[src/hdl/mcb_pkg.sv]
package mcb_pkg;

    localparam int FRAC_BITS_DEF = 24;
    localparam int STEP_BITS_DEF = 16;

    localparam logic [30:0] INV_LN2_Q30 = 31'd1549082005;
    localparam logic [29:0] LN2_Q30     = 30'd744261118;
    localparam logic [62:0] SUM_MAX     = {63{1'b1}};

    typedef enum logic [2:0] {
        REG_LOG_SPOT    = 3'd0,
        REG_LOG_BARRIER = 3'd1,
        REG_STRIKE      = 3'd2,
        REG_DRIFT       = 3'd3,
        REG_VOL         = 3'd4,
        REG_STEPS       = 3'd5,
        REG_IS_CALL     = 3'd6,
        REG_ANTITHETIC  = 3'd7
    } cfg_reg_t;

    // Finished path handed from the front part to the back part.
    typedef struct packed {
        logic signed [31:0] lp_main;
        logic signed [31:0] lp_mirror;
        logic               knock_main;
        logic               knock_mirror;
    } path_end_t;

    typedef enum logic [2:0] {
        BK_IDLE,
        BK_MUL,
        BK_POLY,
        BK_DIV,
        BK_FIX,
        BK_NEXT,
        BK_OUT
    } back_state_t;

endpackage

[src/hdl/mcb_front.sv]
module mcb_front
    import mcb_pkg::*;
#(
    parameter int STEP_BITS = STEP_BITS_DEF
) (
    input  logic                 aclk,
    input  logic                 aresetn,
    input  logic                 in_valid,
    output logic                 in_ready,
    input  logic signed [15:0]   sample,
    input  logic signed [31:0]   log_spot,
    input  logic signed [31:0]   log_barrier,
    input  logic signed [31:0]   drift,
    input  logic        [30:0]   vol,
    input  logic        [15:0]   steps,
    input  logic                 is_call,
    output logic                 end_valid,
    input  logic                 end_ready,
    output path_end_t            end_data
);

    logic                 phase_reg, phase_next;
    logic signed [34:0]   term_reg;
    logic signed [31:0]   lpm_reg, lpr_reg;
    logic                 km_reg, kr_reg;
    logic [STEP_BITS-1:0] idx_reg;
    logic signed [47:0]   prod;
    logic signed [47:0]   term_full;
    logic signed [36:0]   sum_m, sum_r;
    logic signed [31:0]   base_m, base_r, new_m, new_r;
    logic                 knm, knr, bm, br, last;
    logic [STEP_BITS-1:0] steps_m;
    logic [STEP_BITS:0]   idx_inc;

    // Phase 0 takes the sample and forms the volatility term; phase 1 updates the paths.
    assign in_ready = !phase_reg;
    assign prod      = $signed({1'b0, vol}) * $signed({{16{sample[15]}}, sample});
    assign term_full = (prod + 48'sd2048) >>> 12;

    function automatic logic signed [31:0] sat32(input logic signed [36:0] v);
        if (v > 37'sd2147483647)        return 32'h7FFFFFFF;
        else if (v < -37'sd2147483648)  return 32'h80000000;
        else                            return v[31:0];
    endfunction

    always_comb begin
        steps_m = STEP_BITS'(steps);
        if (steps_m == '0) steps_m = {{(STEP_BITS-1){1'b0}}, 1'b1};
        base_m = (idx_reg == '0) ? log_spot : lpm_reg;
        base_r = (idx_reg == '0) ? log_spot : lpr_reg;
        bm     = (idx_reg == '0) ? 1'b0 : km_reg;
        br     = (idx_reg == '0) ? 1'b0 : kr_reg;
        sum_m  = 37'(base_m) + 37'(drift) + 37'(term_reg);
        sum_r  = 37'(base_r) + 37'(drift) - 37'(term_reg);
        new_m  = sat32(sum_m);
        new_r  = sat32(sum_r);
        knm    = bm | (is_call ? (new_m >= log_barrier) : (new_m <= log_barrier));
        knr    = br | (is_call ? (new_r >= log_barrier) : (new_r <= log_barrier));
        idx_inc = {1'b0, idx_reg} + 1'b1;
        last   = (idx_inc >= {1'b0, steps_m}) || (knm && knr);
        phase_next = phase_reg;
        if (!phase_reg && in_valid) phase_next = 1'b1;
        else if (phase_reg && (!last || end_ready)) phase_next = 1'b0;
    end

    assign end_valid = phase_reg && last;
    assign end_data  = '{lp_main: new_m, lp_mirror: new_r, knock_main: knm,
                         knock_mirror: knr};

    always_ff @(posedge aclk) begin
        if (!aresetn) begin
            phase_reg <= 1'b0;
            idx_reg   <= '0;
            lpm_reg   <= '0;
            lpr_reg   <= '0;
            km_reg    <= 1'b0;
            kr_reg    <= 1'b0;
        end else begin
            phase_reg <= phase_next;
            if (phase_reg && (!last || end_ready)) begin
                lpm_reg <= new_m;
                lpr_reg <= new_r;
                km_reg  <= knm;
                kr_reg  <= knr;
                idx_reg <= last ? '0 : idx_inc[STEP_BITS-1:0];
            end
        end
    end

    always_ff @(posedge aclk) begin
        if (!phase_reg && in_valid) term_reg <= term_full[34:0];
    end

endmodule

[config.mk]
export PLATFORM = sky130hd
export DESIGN_NAME = mcb_front
export DESIGN_NICKNAME = d
export VERILOG_FILES = /design/src/hdl/mcb_pkg.sv /design/src/hdl/mcb_front.sv
export SDC_FILE = /design/constraint.sdc
export NUM_CORES = 2
export LEC_CHECK = 0
export ABC_AREA = 1
export BUFFER_PORTS_ARGS = -buffer_cell sky130_fd_sc_hd__buf_2
export CORE_MARGIN = 3
export CORE_UTILIZATION = 45
export DETAILED_ROUTE_END_ITERATION = 8
export HOLD_SLACK_MARGIN = 0.1
export SYNTH_ARGS = -nofsm -noshare
export SYNTH_HDL_FRONTEND = slang
export SYNTH_SLANG_ARGS = --single-unit
[constraint.sdc]
create_clock -name aclk -period 8.3 [get_ports aclk]
set_input_delay 1.245 -clock aclk [delete_from_list [all_inputs] [get_ports aclk]]
set_output_delay 1.245 -clock aclk [all_outputs]
set_load 0.02 [all_outputs]
==> out/metrics.yaml <==
finalSetupViolCount: 0
yosys_warnings: 0
grt-ovfl-total: 0
start_util_pct: 45.5
crit_required_ns: 7.05
worst-path-buf-inv: 6
synth_fp_nets: 5125
vias: 26200
finalClockSkew_ns: 0.0138
clk_pin_slew_ns: 0.06
ant_nets: 0
cp.arrival_ns: 6.48
grt_max_degree: 83
final_cell_area_um2: 32500
gp_congestion: 0.932
cts.htree.levels: 4
min_path_type: "flip-flop to flip-flop"
routed_via_density: 5.03
hold_viol: 0
cpMostUsedCell: "nand2_1"
fin_nets: 5263
yosys.area.top_type: "fa_1"
synthTopCellsByCount: "1274 x nand2_1, 981 x inv_1, 475 x fa_1"
synth-main-ff-cell: "dfxtp_1"
area_growth_pct: 8.14
worstSkewPairLatency_ns: 0.45
worst_pin_slew_ns: 1.03
finalCritPeriodShare_pct: 93.1
largest_register_ffs: 35
num_io_pins: 232
cts_buffers: 17
postPlaceCellArea_um2: 31900
antenna_found_initial: 3
hpwl_um: 74200
crit_fanout: 65
drive_above_1_share_pct: 7.46
wl_per_cell_um: 17.2
row_count: 94
syn_area_per_cell_um2: 7.17
cts_tree: "yes"
period_minus_slack_ns: 7.72
clockBufferDepth: 2
cp_slowest_cell: "fa_1"
ys_types: 48
cap_violations: 0
core_area_um2: 66000
start_kind: "flip-flop"
status: "finished clean"
synthTopCellsByArea: "fa_1 32%, nand2_1 16%, inv_1 12%"
synth_edf_count: 35
wl_um: 89500
timing.slew.headroom_pct: 31.6
crit_family: "simple AND/OR/NAND/NOR gates"
clockRootBuffer: "clkbuf_16"
fp.dieArea_um2: 69900
synth-seq-cells: 118
die_w_um: 264
slew_viol_final: 0
critPathKind: "flip-flop to primary output"
yosysMostFrequentCell: "nand2_1"
async_flop_share_pct: 0
grtUsageTotal_pct: 25.9
postCtsSetupBuffers: 0
syn-cell-area_um2: 30100
clock_sinks: 118
rsz0062_at_grt: "no"
portBuffers: 231
synthCells: 4192
die_h_um: 264
seq_area_frac_synth_pct: 9.03
grt_pass1_vias: 26700
fmax_ghz: 0.129
crit_path_max_incr_delay_ns: 0.47
first_iter_violations: 1955
fin_setup_tns_ns: 0
dr.pass1.iters: 6
critPathCaptureType: "primary output"
grt_pass1_wl_um: 144000
synth_top_area_share_pct: 31.6
drc: 0
timing repair:
item                       4_1_cts  5_1_grt
gates resized for setup          0        2
hold buffers                     0        0
setup endpoints to repair        0        1
layout make-up:
class / count / area, um^2
Antenna cell: 3 / 7.51
Clock buffer: 25 / 548
Clock inverter: 5 / 33.8
Fill cell: 6758 / 33500
Inverter: 982 / 3690
Multi-Input combinational cell: 2959 / 23100
Sequential cell: 118 / 2710
Tap cell: 864 / 1080
Timing Repair Buffer: 252 / 1370
cell families (layout without fill, tap and decap cells):
logic type	Yosys count	in the layout	synth area share, %
buffers and inverters	1115	1264	14.3
AND/OR/NAND/NOR	1727	1727	23.1
adder cells (fa/ha/maj)	769	769	43.9
AO/OA/AOI/OAI	355	355	6.57
flip-flops	118	118	9.03
XOR/XNOR	108	108	3.15
other	0	3	0
routing by layer:
metal  wire length [um]  GRT usage, %  vias up
met5                  0             0        -
met4               2090          6.92        0
met3               5850          3.60      121
met2              40100          41.9      828
met1              41400          36.7    12500
li1                   -             -    12800
per-stage QoR:
step,hold WS [ns],cells,util (%),setup slack (ns)
floorplan,0.447,4192,-,1.33
global placement,0.458,5175,48.3,0.626
detailed placement,0.461,5175,48.3,0.613
CTS,0.472,5205,49.2,0.444
global route,0.481,5208,49.3,0.0173
finish,0.470,5208,49.3,0.576
cells in the final DEF, fill, tap and decap left out, types with 6 or more instances in the layout:
| cell | instances |
|---|---|
| nand3_1 | 147 |
| a31oi_1 | 18 |
| buf_2 | 231 |
| buf_4 | 15 |
| nand2_1 | 1273 |
| clkbuf_16 | 19 |
| o21bai_1 | 18 |
| o21a_1 | 13 |
| nor4_1 | 11 |
| ha_1 | 294 |
| xnor2_1 | 41 |
| dfxtp_1 | 83 |
| nor3_1 | 18 |
| o21ai_0 | 83 |
| o211ai_1 | 6 |
| inv_1 | 981 |
| a21o_1 | 15 |
| edfxtp_1 | 35 |
| nand4_1 | 19 |
| or2_2 | 29 |
| xor2_1 | 67 |
| nor2_1 | 205 |
| fa_1 | 475 |
| and3_1 | 7 |
| a21oi_1 | 185 |
worst min-delay path: stages (launching register included):
cell and delay (ns):
dfxtp_1 0.31, nand3_1 0.07, nand2_1 0.05
final timing paths:
kind,startpoint,to,slack (ns),cells after the start
max,idx_reg[0],end_valid,0.58,41
min,lpm_reg[15],lpm_reg[15],0.47,2
max reg2reg,idx_reg[0],lpm_reg[27],1.28,45
min reg2reg,lpm_reg[15],lpm_reg[15],0.47,2
Power is left out: the tool's default activity adds up to more than one toggle a clock period on the data nets, which glitch-free logic cannot reach.
