==> src/hdl/mcb_pkg.sv <==
package mcb_pkg;

    localparam int FRAC_BITS_DEF = 24;
    localparam int STEP_BITS_DEF = 16;

    localparam logic [30:0] INV_LN2_Q30 = 31'd1549082005;
    localparam logic [29:0] LN2_Q30     = 30'd744261118;
    localparam logic [62:0] SUM_MAX     = {63{1'b1}};

    typedef enum logic [2:0] {
        REG_LOG_SPOT    = 3'd0,
        REG_LOG_BARRIER = 3'd1,
        REG_STRIKE      = 3'd2,
        REG_DRIFT       = 3'd3,
        REG_VOL         = 3'd4,
        REG_STEPS       = 3'd5,
        REG_IS_CALL     = 3'd6,
        REG_ANTITHETIC  = 3'd7
    } cfg_reg_t;

    // Finished path handed from the front part to the back part.
    typedef struct packed {
        logic signed [31:0] lp_main;
        logic signed [31:0] lp_mirror;
        logic               knock_main;
        logic               knock_mirror;
    } path_end_t;

    typedef enum logic [2:0] {
        BK_IDLE,
        BK_MUL,
        BK_POLY,
        BK_DIV,
        BK_FIX,
        BK_NEXT,
        BK_OUT
    } back_state_t;

endpackage

==> src/hdl/mcb_queue.sv <==
module mcb_queue
    import mcb_pkg::*;
(
    input  logic      aclk,
    input  logic      aresetn,
    input  logic      wr_valid,
    output logic      wr_ready,
    input  path_end_t wr_data,
    output logic      rd_valid,
    input  logic      rd_ready,
    output path_end_t rd_data
);

    // Two-entry queue between the front and back parts.
    path_end_t  mem_reg [2];
    logic       wp_reg, rp_reg;
    logic [1:0] cnt_reg;
    logic       wr, rd;

    assign wr_ready = cnt_reg != 2'd2;
    assign rd_valid = cnt_reg != 2'd0;
    assign rd_data  = mem_reg[rp_reg];
    assign wr = wr_valid && wr_ready;
    assign rd = rd_valid && rd_ready;

    always_ff @(posedge aclk) begin
        if (!aresetn) begin
            wp_reg  <= 1'b0;
            rp_reg  <= 1'b0;
            cnt_reg <= 2'd0;
        end else begin
            if (wr) wp_reg <= !wp_reg;
            if (rd) rp_reg <= !rp_reg;
            cnt_reg <= cnt_reg + {1'b0, wr} - {1'b0, rd};
        end
    end

    always_ff @(posedge aclk) begin
        if (wr) mem_reg[wp_reg] <= wr_data;
    end

endmodule

==> config.mk <==
export PLATFORM = sky130hd
export DESIGN_NAME = mcb_queue
export DESIGN_NICKNAME = d
export VERILOG_FILES = /design/src/hdl/mcb_pkg.sv /design/src/hdl/mcb_queue.sv
export SDC_FILE = /design/constraint.sdc
export NUM_CORES = 1
export LEC_CHECK = 0
export BUFFER_PORTS_ARGS = -buffer_cell sky130_fd_sc_hd__buf_2
export CAP_MARGIN = 20
export CELL_PAD_IN_SITES_DETAIL_PLACEMENT = 1
export CELL_PAD_IN_SITES_GLOBAL_PLACEMENT = 2
export CORE_ASPECT_RATIO = 0.8
export CORE_UTILIZATION = 38
export DETAILED_ROUTE_END_ITERATION = 12
export GPL_ROUTABILITY_DRIVEN = 0
export PLACE_DENSITY_LB_ADDON = 0.1
export SLEW_MARGIN = 20
export SYNTH_ARGS = -nofsm -noshare
export SYNTH_HDL_FRONTEND = slang
export SYNTH_SLANG_ARGS = --single-unit
==> constraint.sdc <==
create_clock -name aclk -period 2.55 [get_ports aclk]
set_input_delay 0 -clock aclk [delete_from_list [all_inputs] [get_ports aclk]]
set_output_delay 0 -clock aclk [all_outputs]
set_load 0.05 [all_outputs]
==> results of run 1 <==
## metal layers
layer | vias up | track usage (%)
li1 | 1378 | -
met1 | 1394 | 17.8
met2 | 101 | 26.2
met3 | 13 | 5.29
met4 | 0 | 7.88
met5 | - | 0
## cell type report
type,instances,area [sq um]
Fill cell,1204,5690
Sequential cell,137,4070
Timing Repair Buffer,211,1450
Multi-Input combinational cell,89,1060
Clock buffer,17,425
Tap cell,175,219
Clock inverter,15,183
Inverter,2,11.3
## report_power, final
part	total (uW)	leakage (uW)	internal [uW]	switching, uW
registers	2850	0.00128	2740	115
logic	2140	0.00132	707	1430
clock network	2510	0.000289	1620	891
total	7500	0.00289	5060	2440
## worst reg2reg max path: cells and delay by family (launching register included)
kind / cells / cell delay [ns]
buf+inv: 2 / 0.77
flops: 1 / 0.46
simple gates: 2 / 0.34
## how the worst max path moves through the flow
| stage | cells after the start | endpoint | startpoint |
|---|---|---|---|
| after floorplan | 3 | mem_reg[0][0] | cnt_reg[0] |
| after global placement | 4 | mem_reg[0][26] | cnt_reg[0] |
| after detailed placement | 4 | mem_reg[0][32] | cnt_reg[0] |
| after CTS | 3 | rd_data[2] | register |
| after global routing | 3 | rd_data[2] | register |
| final | 3 | rd_data[2] | register |
## cells in the final DEF (no fill, tap or decap), drive strengths merged, types with 2 or more instances in the layout
cell | Yosys | final
o21ai | 2 | 2
buf | 7 | 143
dlygate4sd3 | 0 | 68
clkbuf | 0 | 17
and3 | 2 | 2
mux2 | 66 | 66
clkinvlp | 0 | 5
dfxtp | 5 | 5
clkinv | 0 | 7
bufinv | 0 | 4
edfxtp | 132 | 132
nor2 | 4 | 4
## kinds of logic after synthesis
group                    after synthesis  synth area share [%]
buffers and inverters                  9                  1.35
AO/OA/AOI/OAI                          6                 0.843
multiplexers                          66                  17.2
AND/OR/NAND/NOR                       15                  1.90
XOR/XNOR                               1                 0.169
adder cells (fa/ha/maj)                1                 0.241
flip-flops                           137                  78.3
## stage by stage
stage / util, % / power [uW] / hold WS (ns) / cell area (sq um) / setup slack, ns
after global routing: 56.6 / 7770 / 0.0396 / 7420 / 0.508
final: 56.6 / 7500 / 0.000361 / 7420 / 0.590
after floorplan: - / 4530 / 0.0989 / 5190 / 0.126
after global placement: 46.8 / 4950 / 0.187 / 6130 / 0.807
after CTS: 56.6 / 7590 / 0.00242 / 7420 / 0.555
after detailed placement: 46.8 / 4980 / 0.192 / 6130 / 0.707
==> flow_summary.json, run 1 <==
{
  "clockBufferDepth": 2,
  "crit_slowest_cell": "dfxtp_4",
  "ir_worst_vdd_mv": 0.754,
  "vias_per_cell": 4.47,
  "clk_latency_ns": 0.41,
  "reg2reg_slack_ns": 0.73,
  "synth_area_leaders": "edfxtp_1 76%, mux2_4 12%, mux2_1 5.2%, dfxtp_1 1.9%, buf_6 0.87%",
  "grt_pass1_vias": 3109,
  "dieArea_sq_mm": 0.0141,
  "diodes": 0,
  "clkTransAtPathRegs_ns": 0.06,
  "drv_slew": 0,
  "rows": 37,
  "synth_area_sq_mm": 0.00519,
  "power_density_mw_per_mm2": 1010,
  "rsz0062_at_grt": "no",
  "min_from": "rd_ready",
  "grt_pass1_wl_microns": 16200,
  "numPortBuffers": 137,
  "worstMarginPinSlew_ns": 0.425,
  "crit_required_ns": 2.55,
  "synth.avg_cell_area_sq_um": 22.1,
  "die_w_microns": 133,
  "min_period_ns": 1.96,
  "synth.yosys.seq_area_share_pct": 78.3,
  "cpPeakStageDelay_ns": 0.61,
  "via_count": 2886,
  "drc_errors": 0,
  "antenna_found_initial": 0,
  "gr-total-overflow": 0,
  "clkSinkCount": 137,
  "synthCells": 235,
  "nets": 529,
  "highest_layer": "met4",
  "hold_viol": 0,
  "antenna_left": 0,
  "drive_gt1_share_pct": 47.1,
  "tns_ns": 0,
  "finalCritPeriodShare_pct": 76.8,
  "wl_met1_microns": 4490,
  "cts_resized": 0,
  "yosysWarningCount": 0,
  "wl_per_cell_microns": 16.2,
  "wl_met2_microns": 5120,
  "start_kind": "register",
  "crit_type": "reg -> out",
  "finalSetupViolCount": 0,
  "syn_to_final_growth_pct": 42.9,
  "cts-root-buf": "clkbuf_16",
  "hpwlAfterDp_microns": 6550,
  "tritoncts": "built",
  "worst-r2r-cell-count": 4,
  "yosysUniqueCellTypes": 29,
  "whs_path_depth": 4,
  "coreArea_sq_mm": 0.0131,
  "path_buf_inv": 2,
  "boundaryPins": 138,
  "min_path_type": "in -> reg",
  "syn_nets": 306,
  "synth.most_common_cell": "edfxtp_1",
  "skew_ns": 0.00816,
  "drtPass1Iterations": 4,
  "synth_ff_type": "edfxtp_1",
  "start_util_pct": 39.6,
  "crit_chain": "buf_12 > mux2_1 > buf_2",
  "leakagePower_uw": 0.00289,
  "timing.rr.start": "cnt_reg[1]",
  "path_max_fanout": 31,
  "dp_cells": 546,
  "grt_usage_pct": 15.6,
  "cts_hold_buf": 68,
  "wl_met3_microns": 702,
  "synth_seq_cells": 137,
  "arrival_ns": 1.96,
  "grt_max_degree": 37,
  "netlist.area_leader.share_pct": 76.4,
  "htreeDepth": 4,
  "wl_microns": 10500,
  "cts_setup_buffers": 0,
  "drtIter0Drc": 97,
  "timing.rr.end": "mem_reg[0][29]",
  "relSlewSlack_pct": 71.6,
  "synth_edf_count": 132,
  "synthTopCellsByCount": "132 x edfxtp_1, 40 x mux2_4, 24 x mux2_1",
  "numCtsBuffers": 17,
  "path_delay_family": "flip-flops",
  "largest_reg_flops": 132,
  "synthArstFlopShare_pct": 0,
  "yosysTopAreaCell": "edfxtp_1",
  "cap_violations": 0,
  "final_cells": 646,
  "outcome": "finished, final reports clean",
  "worstSetupEndpointType": "output pin",
  "die-height_microns": 107,
  "clock.fmax_ghz": 0.510
}
No activity file was read; power rests on OpenSTA's default activity.
==> inputs of run 2 (changes only) <==
--- a/config.mk
+++ b/config.mk
@@ -10,7 +10,7 @@
 export CELL_PAD_IN_SITES_DETAIL_PLACEMENT = 1
 export CELL_PAD_IN_SITES_GLOBAL_PLACEMENT = 2
 export CORE_ASPECT_RATIO = 0.8
-export CORE_UTILIZATION = 38
+export CORE_UTILIZATION = 34
 export DETAILED_ROUTE_END_ITERATION = 12
 export GPL_ROUTABILITY_DRIVEN = 0
 export PLACE_DENSITY_LB_ADDON = 0.1
==> constraint.sdc (replaced) <==
create_clock -name aclk -period 1.6 [get_ports aclk]
set_input_delay 0 -clock aclk [delete_from_list [all_inputs] [get_ports aclk]]
set_output_delay 0 -clock aclk [all_outputs]
set_load 0.05 [all_outputs]
==> flow_summary.json, run 2 (synthesized netlist as in run 1, its figures left out) <==
{
  "start_util_pct": 34.7,
  "crit_chain": "buf_12 > clkbuf_16 > mux2_4 > buf_6",
  "ir_worst_vdd_mv": 1.42,
  "grt_max_degree": 34,
  "rsz0062_at_grt": "yes",
  "boundaryPins": 138,
  "skew_ns": 0.00613,
  "arrival_ns": 1.62,
  "place_area_sq_mm": 0.00621,
  "cpPeakStageDelay_ns": 0.39,
  "worstSetupEndpointType": "output pin",
  "path_buf_inv": 3,
  "fillers": 1354,
  "wl_per_cell_microns": 16.8,
  "relSlewSlack_pct": 77.3,
  "diodes": 0,
  "largest_reg_flops": 132,
  "crit_type": "reg -> out",
  "hpwlAfterDp_microns": 6690,
  "min_path_type": "in -> reg",
  "gr-total-overflow": 0,
  "clockBufferDepth": 2,
  "htreeDepth": 4,
  "vias_per_cell": 4.42,
  "numPortBuffers": 137,
  "timing.rr.start": "cnt_reg[1]",
  "min_from": "wr_data[9]",
  "whs_ns": 0.309,
  "power_density_mw_per_mm2": 1590,
  "reg2reg_slack_ns": 0.11,
  "antenna_found_initial": 0,
  "drtIter0Drc": 99,
  "clkSinkCount": 137,
  "worstMarginPinSlew_ns": 0.336,
  "grt_pass1_vias": 3209,
  "nets": 546,
  "drc_errors": 0,
  "clock.fmax_ghz": 0.618,
  "cts-root-buf": "clkbuf_16",
  "drive_gt1_share_pct": 53.9,
  "numCtsBuffers": 17,
  "crit_slowest_cell": "dfxtp_4",
  "path_delay_family": "buffers and inverters",
  "grt_pass1_wl_microns": 16400,
  "finalCritPeriodShare_pct": 101,
  "clk_latency_ns": 0.41,
  "leakagePower_uw": 0.00323,
  "cap_violations": 0,
  "via_count": 2990,
  "finalSetupViolCount": 11,
  "clkTransAtPathRegs_ns": 0.06,
  "syn_to_final_growth_pct": 59.5,
  "drtPass1Iterations": 4,
  "wl_microns": 11300,
  "die-height_microns": 113,
  "fin_area_sq_mm": 0.00828,
  "path_max_fanout": 7,
  "timing.final.ws_setup_ns": -0.0177,
  "layout_commonest_cell": "edfxtp_1",
  "die_w_microns": 140,
  "final_cell_mix": "132 x edfxtp_1, 72 x buf_2, 69 x dlygate4sd3_1",
  "min_period_ns": 1.62,
  "antenna_left": 0,
  "start_kind": "register",
  "tns_ns": -0.109,
  "rows": 40,
  "failed_checks": "setup timing",
  "grt_usage_pct": 14.3,
  "coreArea_sq_mm": 0.0150,
  "drv_slew": 0,
  "crit_required_ns": 1.60,
  "tritoncts": "built",
  "hold_viol": 0,
  "dieArea_sq_mm": 0.0158,
  "outcome": "complete, but fails checks"
}
-- run 2: cell count changes in the layout (fill, tap and decap cells not counted), sizes merged --
| cell | delta |
|---|---|
| bufinv | -1 |
| clkinvlp | +2 |
| clkinv | -3 |
| dlygate4sd3 | +1 |
| inv | +2 |
| clkbuf | +7 |
| buf | +9 |
-- run 2: worst register-to-register path: stages, from the launching register on --
cell	delay [ns]
dfxtp_2	0.33
nor2b_1	0.23
o21ba_2	0.18
nor2_1	0.04
ha_1	0.20
nor4_2	0.31
nor3_2	0.07
-- run 2: final timing paths --
| kind | end | cells past startpoint |
|---|---|---|
| max | rd_data[35] | 4 |
| min | mem_reg[0][9] | 2 |
| max reg2reg | cnt_reg[1] | 6 |
| min reg2reg | register | 2 |
-- run 2: metal layers --
layer  GRT usage [%]  share of wire, %  vias to the layer above
li1                -                 -                     1414
met1            16.6                43                     1468
met2            22.8                49                       95
met3            6.27               6.7                       13
met4            6.59               1.4                        0
met5               0                 0                        -
-- run 2: timing repair --
item                       4_1_cts  5_1_grt
hold endpoints to repair       137        0
setup endpoints to repair       60       66
buffers inserted                 1        3
hold buffers                    69        0
resized for setup               61      132
cloned                           1        8
-- run 2: power breakdown --
part           switching, uW  internal (uW)  leakage (uW)
combinational           2610           2160       0.00167
clock                   1490           2450      0.000278
sequential               117           4360       0.00128
-- run 2: stage by stage --
step	cells	setup WS [ns]	util (%)	total power, uW
6_report	677	-0.0177	55.3	13200
5_1_grt	677	-0.0705	55.3	13700
4_1_cts	666	-0.106	51.6	12500
3_5_place_dp	563	0.115	41.5	8040
3_3_place_gp	563	0.180	41.5	8010
2_1_floorplan	235	-0.490	-	7240
-- run 2: area by class of cell --
| cell class | count | area, sq um | area share [%] |
|---|---|---|---|
| Sequential cell | 137 | 4070 | 49.2 |
| Clock inverter | 15 | 176 | 2.13 |
| Inverter | 2 | 11.3 | 0.136 |
| Clock buffer | 17 | 425 | 5.14 |
| Timing Repair Buffer | 228 | 2220 | 26.9 |
| Multi-Input combinational cell | 89 | 1130 | 13.7 |
| Tap cell | 189 | 236 | 2.86 |
==> inputs of run 3 (changes only) <==
--- a/config.mk
+++ b/config.mk
@@ -10,7 +10,8 @@
 export CELL_PAD_IN_SITES_DETAIL_PLACEMENT = 1
 export CELL_PAD_IN_SITES_GLOBAL_PLACEMENT = 2
 export CORE_ASPECT_RATIO = 0.8
-export CORE_UTILIZATION = 34
+export CORE_UTILIZATION = 36
+export CTS_BUF_LIST = sky130_fd_sc_hd__clkbuf_8
 export DETAILED_ROUTE_END_ITERATION = 12
 export GPL_ROUTABILITY_DRIVEN = 0
 export PLACE_DENSITY_LB_ADDON = 0.1
==> flow_summary.json, run 3 (synthesized netlist as in run 1, its figures left out) <==
{
  "outcome": "finished, final reports clean",
  "syn_to_final_growth_pct": 57.1,
  "post-route-util_pct": 58.9,
  "coreArea_sq_mm": 0.0138,
  "highest_layer": "met4",
  "htreeDepth": 4,
  "drc_errors": 0,
  "start_kind": "register",
  "wl_microns": 11500,
  "leakagePower_uw": 0.00319,
  "grt_pass1_wl_microns": 16200,
  "wl_met2_microns": 5950,
  "hold_viol": 0,
  "die-height_microns": 109,
  "final_cells": 666,
  "crit_slowest_cell": "dfxtp_4",
  "worstMarginPinSlew_ns": 0.350,
  "tritoncts": "built",
  "nets": 544,
  "wl_met3_microns": 735,
  "whs_ns": 0.292,
  "rows": 38,
  "grt_pass1_vias": 3150,
  "layout_commonest_cell": "edfxtp_1",
  "relSlewSlack_pct": 76.4,
  "numCtsBuffers": 17,
  "arrival_ns": 1.58,
  "rsz0062_at_grt": "yes",
  "totalPowerFinal_uw": 12600,
  "path_delay_family": "buffers and inverters",
  "hpwlAfterDp_microns": 6590,
  "drtPass1Iterations": 4,
  "clk_latency_ns": 0.42,
  "gr-total-overflow": 0,
  "start_util_pct": 37.5,
  "wl_per_cell_microns": 17.3,
  "numPortBuffers": 137,
  "finalCritPeriodShare_pct": 99.0,
  "cap_violations": 0,
  "antenna_left": 0,
  "dieArea_sq_mm": 0.0149,
  "skew_ns": 0.00878,
  "via_count": 2993,
  "power_density_mw_per_mm2": 1550,
  "boundaryPins": 138,
  "grt_max_degree": 37,
  "crit_type": "reg -> out",
  "clock.fmax_ghz": 0.631,
  "finalSetupViolCount": 0,
  "tns_ns": 0,
  "grt_usage_pct": 15.0,
  "dp_cells": 556,
  "clkSinkCount": 137,
  "ir_worst_vdd_mv": 0.722,
  "drv_slew": 0,
  "cpPeakStageDelay_ns": 0.39,
  "min_path_type": "in -> reg",
  "clockBufferDepth": 2,
  "drive_gt1_share_pct": 54.5,
  "drtIter0Drc": 120,
  "worstSetupEndpointType": "output pin",
  "antenna_found_initial": 0,
  "vias_per_cell": 4.49,
  "cts-root-buf": "clkbuf_8",
  "die_w_microns": 136,
  "clkTransAtPathRegs_ns": 0.08,
  "final_cell_mix": "132 x edfxtp_1, 72 x buf_2, 69 x dlygate4sd3_1",
  "path_buf_inv": 3,
  "min_period_ns": 1.58,
  "wl_met1_microns": 4710,
  "path_max_fanout": 6,
  "fillers": 1237,
  "largest_reg_flops": 132,
  "crit_required_ns": 1.60,
  "diodes": 0,
  "crit_chain": "buf_12 > clkbuf_16 > mux2_4 > buf_8"
}
-- run 3: what timing repair did --
action,in CTS,in global routing
setup buffers,5,0
resized for setup,96,103
gates cloned,0,4
hold endpoints to repair,137,0
endpoints found under the setup margin,59,66
hold buffers,69,0
-- run 3: metrics by stage --
stage | area (sq um) | worst slack, ns
floorplan | 5200 | -0.490
global route | 8160 | -0.0465
finish | 8160 | 0.0155
CTS | 7730 | -0.0236
detailed placement | 6240 | 0.0795
global placement | 6240 | 0.162
-- run 3: final timing paths --
check,startpoint,endpoint,slack (ns),depth (start not counted)
worst max-delay path,register,rd_data[10],0.02,4
worst min-delay path,wr_data[42],mem_reg[0][42],0.29,2
worst max register to register,cnt_reg[1],cnt_reg[1],0.13,6
worst min register to register,rp_reg,rp_reg,0.52,2
-- run 3: final cells by class --
cell class                 instances  area, sq um  share of cell area, %
clock inverter                    15          250                   3.07
multi-input combinational         89         1170                   14.3
tap                              180          225                   2.76
clock buffer                      17          234                   2.87
sequential                       137         4070                   49.9
inverter                           2         11.3                  0.138
timing repair buffer             226         2200                   26.9
-- run 3: layer usage --
metal / global-route usage, % / up-vias
li1: - / 1411
met1: 16.6 / 1482
met2: 26.0 / 92
met3: 5.26 / 8
met4: 6.90 / 0
met5: 0 / -
-- run 3: power by group --
part	leakage [uW]	switching [uW]	total, uW	internal (uW)
combinational	0.00169	2630	4800	2170
sequential	0.00128	118	4470	4360
clock	0.000228	1350	3370	2020
total	0.00319	4100	12600	8540
